## config.mk

```make
export PLATFORM = sky130hd
export DESIGN_NAME = oal_cell
export DESIGN_NICKNAME = d
export VERILOG_FILES = /design/src/design/oal_pkg.sv /design/src/design/oal_cell.sv
export SDC_FILE = /design/constraint.sdc
export NUM_CORES = 1
export LEC_CHECK = 0
export BUFFER_PORTS_ARGS = -buffer_cell sky130_fd_sc_hd__buf_2
export CAP_MARGIN = 0
export CORE_ASPECT_RATIO = 0.75
export CORE_MARGIN = 10
export CORE_UTILIZATION = 50
export CTS_BUF_LIST = sky130_fd_sc_hd__clkbuf_8
export DETAILED_ROUTE_END_ITERATION = 16
export GPL_TIMING_DRIVEN = 0
export PLACE_DENSITY = 0.88
export REMOVE_ABC_BUFFERS = 1
export SYNTH_ARGS = -nofsm -noshare
export SYNTH_HDL_FRONTEND = slang
export SYNTH_SLANG_ARGS = --single-unit
export TNS_END_PERCENT = 10
```

## constraint.sdc

```tcl
create_clock -name clk -period 5.12 [get_ports clk]
set_input_delay 0.512 -clock clk [delete_from_list [all_inputs] [get_ports clk]]
set_output_delay 0.512 -clock clk [all_outputs]
set_load 0.1 [all_outputs]
```

## src/design/oal_pkg.sv

```systemverilog
`timescale 1ns / 1ps
// ----------------------------------------------------------------------------
// oal_pkg: shared types and codes for the ordered array list engine
// Opcodes, status codes, cell update modes and the structs that run along
// the row of cells.
// ----------------------------------------------------------------------------
package oal_pkg;

  localparam int DATA_W    = 32;
  localparam int OP_W      = 3;
  localparam int POS_W     = 8;
  localparam int STAT_W    = 2;
  localparam int RIDX_W    = 7;
  localparam int CNTO_W    = 8;
  localparam int DEPTH_DEF = 128;

  localparam logic [OP_W-1:0] OP_CLEAR  = 3'd0;
  localparam logic [OP_W-1:0] OP_APPEND = 3'd1;
  localparam logic [OP_W-1:0] OP_INSERT = 3'd2;
  localparam logic [OP_W-1:0] OP_DELETE = 3'd3;
  localparam logic [OP_W-1:0] OP_SEARCH = 3'd4;
  localparam logic [OP_W-1:0] OP_READ   = 3'd5;

  localparam logic [STAT_W-1:0] STAT_OK       = 2'd0;
  localparam logic [STAT_W-1:0] STAT_BADPOS   = 2'd1;
  localparam logic [STAT_W-1:0] STAT_FULL     = 2'd2;
  localparam logic [STAT_W-1:0] STAT_NOTFOUND = 2'd3;

  typedef logic [1:0] mode_t;
  localparam mode_t MODE_HOLD   = 2'd0;
  localparam mode_t MODE_WRITE  = 2'd1;
  localparam mode_t MODE_INSERT = 2'd2;
  localparam mode_t MODE_DELETE = 2'd3;

  // Broadcast to every cell
  typedef struct packed {
    mode_t             mode;
    logic              search;
    logic [DATA_W-1:0] value;
  } bcast_t;

  // Scan token walking the row, one cell per cycle
  typedef struct packed {
    logic              valid;
    logic              found;
    logic [RIDX_W-1:0] idx;
    logic [DATA_W-1:0] value;
  } probe_t;

endpackage

```

## src/design/oal_cell.sv

```systemverilog
`timescale 1ns / 1ps
// ----------------------------------------------------------------------------
// oal_cell: one slot of the list
// Holds one entry, takes writes, shifts with neighbours on insert/delete,
// and passes the scan token on, capturing a hit if none was taken upstream.
// ----------------------------------------------------------------------------
module oal_cell #(
  parameter int INDEX = 0,
  parameter int IDX_W = 7,
  parameter int CNT_W = 8
) (
  input  logic                        clk,
  input  logic                        rst,
  input  oal_pkg::bcast_t             bcast,
  input  logic [IDX_W-1:0]            tgt,
  input  logic [CNT_W-1:0]            cnt,
  input  logic [oal_pkg::DATA_W-1:0]  left_entry,
  input  logic [oal_pkg::DATA_W-1:0]  right_entry,
  output logic [oal_pkg::DATA_W-1:0]  entry,
  input  oal_pkg::probe_t             prb_in,
  output oal_pkg::probe_t             prb_out
);
  import oal_pkg::*;

  localparam logic [IDX_W-1:0] MY_IDX = IDX_W'(INDEX);
  localparam logic [CNT_W-1:0] MY_CNT = CNT_W'(INDEX);

  logic [DATA_W-1:0] entry_next;
  logic              hit;

  always_comb begin
    entry_next = entry;
    case (bcast.mode)
      MODE_WRITE: begin
        if (MY_IDX == tgt) entry_next = bcast.value;
      end
      MODE_INSERT: begin
        if (MY_IDX == tgt)     entry_next = bcast.value;
        else if (MY_IDX > tgt) entry_next = left_entry;
      end
      MODE_DELETE: begin
        if (MY_IDX >= tgt) entry_next = right_entry;
      end
      default: entry_next = entry;
    endcase
  end

  always_ff @(posedge clk) begin
    entry <= entry_next;
  end

  // only live entries may hit; read matches on index, search on value
  assign hit = (MY_CNT < cnt) &&
               (bcast.search ? (entry == bcast.value) : (MY_IDX == tgt));

  always_ff @(posedge clk) begin
    if (rst) begin
      prb_out.valid <= 1'b0;
    end else begin
      prb_out.valid <= prb_in.valid;
    end
    if (prb_in.found || !hit) begin
      prb_out.found <= prb_in.found;
      prb_out.idx   <= prb_in.idx;
      prb_out.value <= prb_in.value;
    end else begin
      prb_out.found <= 1'b1;
      prb_out.idx   <= RIDX_W'(INDEX);
      prb_out.value <= bcast.search ? bcast.value : entry;
    end
  end

endmodule

```

==> results.md <==
- The power density over the cells is 287 mW/mm^2.
- After clock tree synthesis, the repair step resized 0 gates.
- Yosys mapped a number of flops with a built-in enable equal to 32.
- The overall track demand over capacity in global routing is 25.8%.
- The first-pass iteration count of the detailed router is 5.
- In the routed layout, each cell is associated on average with a via count of 6.25.
- The TritonCTS clock tree is yes.
- Along the worst path, the maximum fanout reaches 32.
- The area growth from synthesis to layout is 36.1%.
- The insertion delay of the later-clocked pin in the worst-skew pair is 0.36 ns.
- The largest single stage delay on the critical path is 0.87 ns.
- The cell total after placement is 738.
- The main flop type after synthesis is dfxtp_1.
- Setup repair after global routing left no endpoint under its margin.
- Of the total power, the share spent switching nets is 34.6%.
- Wire segments on met3 add up to 2.32 mm in the final route.
- After detailed routing, the wire length on met1 is 6.08 mm.
- Excluding fillers, the count of instances in the completed layout stands at 754.
- Combinational cells account for 28.3% of the total power.
- The H-tree generated during clock tree synthesis spans 3 levels.
- The number of antenna violations at the first check in global routing is 0.
- The number of nets in the layout is 801.
- Entering global routing, the biggest net connects 68 pins.
- The post-detailed-placement half-perimeter wirelength is 12.5 mm.
- The signal arrival time at the worst endpoint is 4.14 ns.
- Final hold analysis gives a worst-case slack of 0.308 ns.
- In the final layout, the share of cells above drive strength 1 is 40.5%.
- The aggregate global routing overflow is 0.
- The design internal power is 1.07 mW.
- The critical path is of the reg2reg type.
- On the critical path, the stage with the largest delay is an instance of nand4_1.
- Across the run, the number of max-cap violations was 0.
- After clock tree synthesis, the setup repair step added 0 buffers.
- With fillers left out, the area of the finished cells amounts to 0.00568 sq mm.
- The upper clock frequency limit is 0.255 GHz.
- The category of the worst setup path capture point is a register.
- The count of hold buffers inserted by post-cts repair is 0.
- The standard-cell row count is 28.
- The fraction of registers with async set or reset after synthesis is 0%.
- The via count of the first global-routing pass came to 4,965.
- The overall power is 1.63 mW.
- The type of origin of the critical path is a register.
- The leakage power is 2.53 nW.
- The cell at the root of the clock tree is clkbuf_8.
- Walking the worst path, the cells encountered are xor2_1 > nor4_1 > nand4_1 > buf_8 > or2_1 > a311o_1.
- The path class of the tightest hold or removal check is in2reg.
- The I/O pin total is 230.
- For the final database, setup skew stands at 0.00861 ns.
- In the synthesized netlist, the number of instances is 442.
- Detailed routing placed a total of 8.11 mm of wire on met2.
- The worst path buffer plus inverter count is 1.
- The minimum clock period is 3.91 ns.
- The count of endpoints failing setup in the final report is 0.
- The number of hold violations in the final report was 0.
- Measured along the y axis, the die boundary spans 99.2 um.
- The worst path uses 76.5% of the clock period.
- The count of buffers from port buffering is 229.
- The first global-routing pass estimated 26.4 mm of wire.
- The share of synthesized area occupied by flip-flops and latches is 42.7%.
- The post-synthesis register bit count is 73.
- The required arrival time at the worst endpoint is 5.35 ns.
- The final number of max-transition violations is 0.
- The longest clock path from root to sink contains 2 buffers.
- For the pin with the worst max-slew slack, the measured transition is 1.39 ns.
- The total number of vias is 4,716.
- The per-cell routed wire length is 22.4 um.
- The clock net sink count is 73.
- The diode insertion count for antenna repair is 0.
- The run finished with clean final reports.
- The initial cell density of the core is 52.1%.
- The number of antenna-violating nets in the routed design is 0.
- The die covers 0.0124 sq mm.
- The worst IR drop on VDD is 0.237 mV.
- In this run the cell area of the synthesized design comes to 0.00418 sq mm.
- The number of DRC violations after detailed routing is 0.
- The number of different library cells used by synthesis comes to 23.
- The placeable core region is 0.00802 sq mm.
- The average instance in the mapped netlist occupies 9.45 sq um.
- The power dissipated by switching net loads is 565 uW.
- The category of cells accounting for the largest share of critical-path delay is simple AND/OR/NAND/NOR gates.
- In this run the horizontal extent of the chip is 126 um.
- The total of warnings raised by yosys is 0.
- The placed standard-cell area is 0.00546 sq mm.
- Per report_power, the clock group accounts for 32.2% of the total.
- Sequential cells account for 39.4% of the total power.
- Routability-driven placement finished with a final weighted congestion of 0.838.
- The number of CTS-inserted buffers is 9.
- The top layer used by detailed routing is met4.
- The clock input transition at the sequential cells of the worst setup and hold paths is 0.08 ns.
- The routed design has 16.9 mm of wire.
- Measured against its own limit, the worst slew margin works out to 7.16%.
- The number of violations reported at the end of detailed-routing iteration 0 is 331.
## sequential cells by signal (all words and copies together) (netlist names)
name and flops:
prb_out 41, entry 32
## layer usage
layer | up-vias | global-route usage [%]
met4 | 0 | 10.3
met5 | - | 0
met1 | 2177 | 29.0
li1 | 2129 | -
met2 | 361 | 43.0
met3 | 49 | 10.8
## synth_stat cells (all sizes together) (7+ instances only)
cell	count	area share, %
dfxtp	41	20
a22o	64	13
nor4	43	6.8
nand2	32	2.9
a311o	32	7.7
buf	7	1.1
a21boi	8	1.5
nand4	34	5.1
clkbuf	40	3.6
edfxtp	32	23
xor2	32	6.7
inv	33	3.0
o21ai	35	4.2
## worst paths after layout
check / startpoint / end / slack, ns / depth (start not counted)
worst max-delay path: entry[12] / prb_out[21] / 1.21 / 6
worst min-delay path: rst / prb_out[40] / 0.31 / 2
worst max register to register: entry[12] / prb_out[21] / 1.21 / 6
worst min register to register: entry[9] / prb_out[9] / 0.67 / 3
## power by group through the flow
stage                     registers (mW)  logic (mW)  clock network [mW]
after floorplan                    0.856       0.103                   0
after global placement             0.656       0.438                   0
after detailed placement           0.657       0.459                   0
after CTS                          0.644       0.460               0.534
after global routing               0.645       0.485               0.561
final                              0.644       0.462               0.526
## worst reg2reg max path, cell delays in order, from the launching register on
cell,delay (ns)
edfxtp_1,0.44
xor2_1,0.17
nor4_1,0.50
nand4_1,0.87
buf_8,0.46
or2_1,0.74
a311o_1,0.61
## cell families (layout without fill, tap and decap cells)
logic type / count (synthesis) / count (layout) / synth area share (%)
AOI/OAI and AO/OA: 141 / 141 / 27.1
xor gates and xnor gates: 32 / 32 / 6.71
buffers and inverters: 80 / 287 / 7.64
DFF: 73 / 73 / 42.7
and+or+nand+nor: 116 / 116 / 15.9
## placed cells by master, fill, tap and decap left out, drive strengths merged
| cell | count |
|---|---|
| o21ai | 35 |
| a21oi | 1 |
| dfxtp | 41 |
| inv | 34 |
| nand4 | 34 |
| bufinv | 2 |
| or2 | 1 |
| a21boi | 8 |
| buf | 238 |
| clkinv | 2 |
| nor4 | 43 |
| clkbuf | 11 |
| a22o | 64 |
| a21o | 1 |
| edfxtp | 32 |
| or4 | 2 |
| a311o | 32 |
| nand2 | 32 |
| nor2b | 1 |
| nor2 | 3 |
| xor2 | 32 |
## metrics by stage
stage	worst slack, ns	util [%]	setup TNS, ns
after floorplan	1.69	-	0
after global placement	-0.767	65.5	-23.07
after detailed placement	1.08	68.0	0
after CTS	1.23	70.8	0
after global routing	1.01	70.8	0
final	1.21	70.8	0
## area by class of cell
| class | instances | area, sq um |
|---|---|---|
| flip-flops and latches | 73 | 1780 |
| clock buffers | 11 | 151 |
| multi-input cells | 289 | 2120 |
| repair buffers | 238 | 1300 |
| clock inverters | 5 | 76.3 |
| fillers | 613 | 2340 |
| inverters | 33 | 124 |
| well taps | 105 | 131 |
No activity file was read; power rests on OpenSTA's default activity.
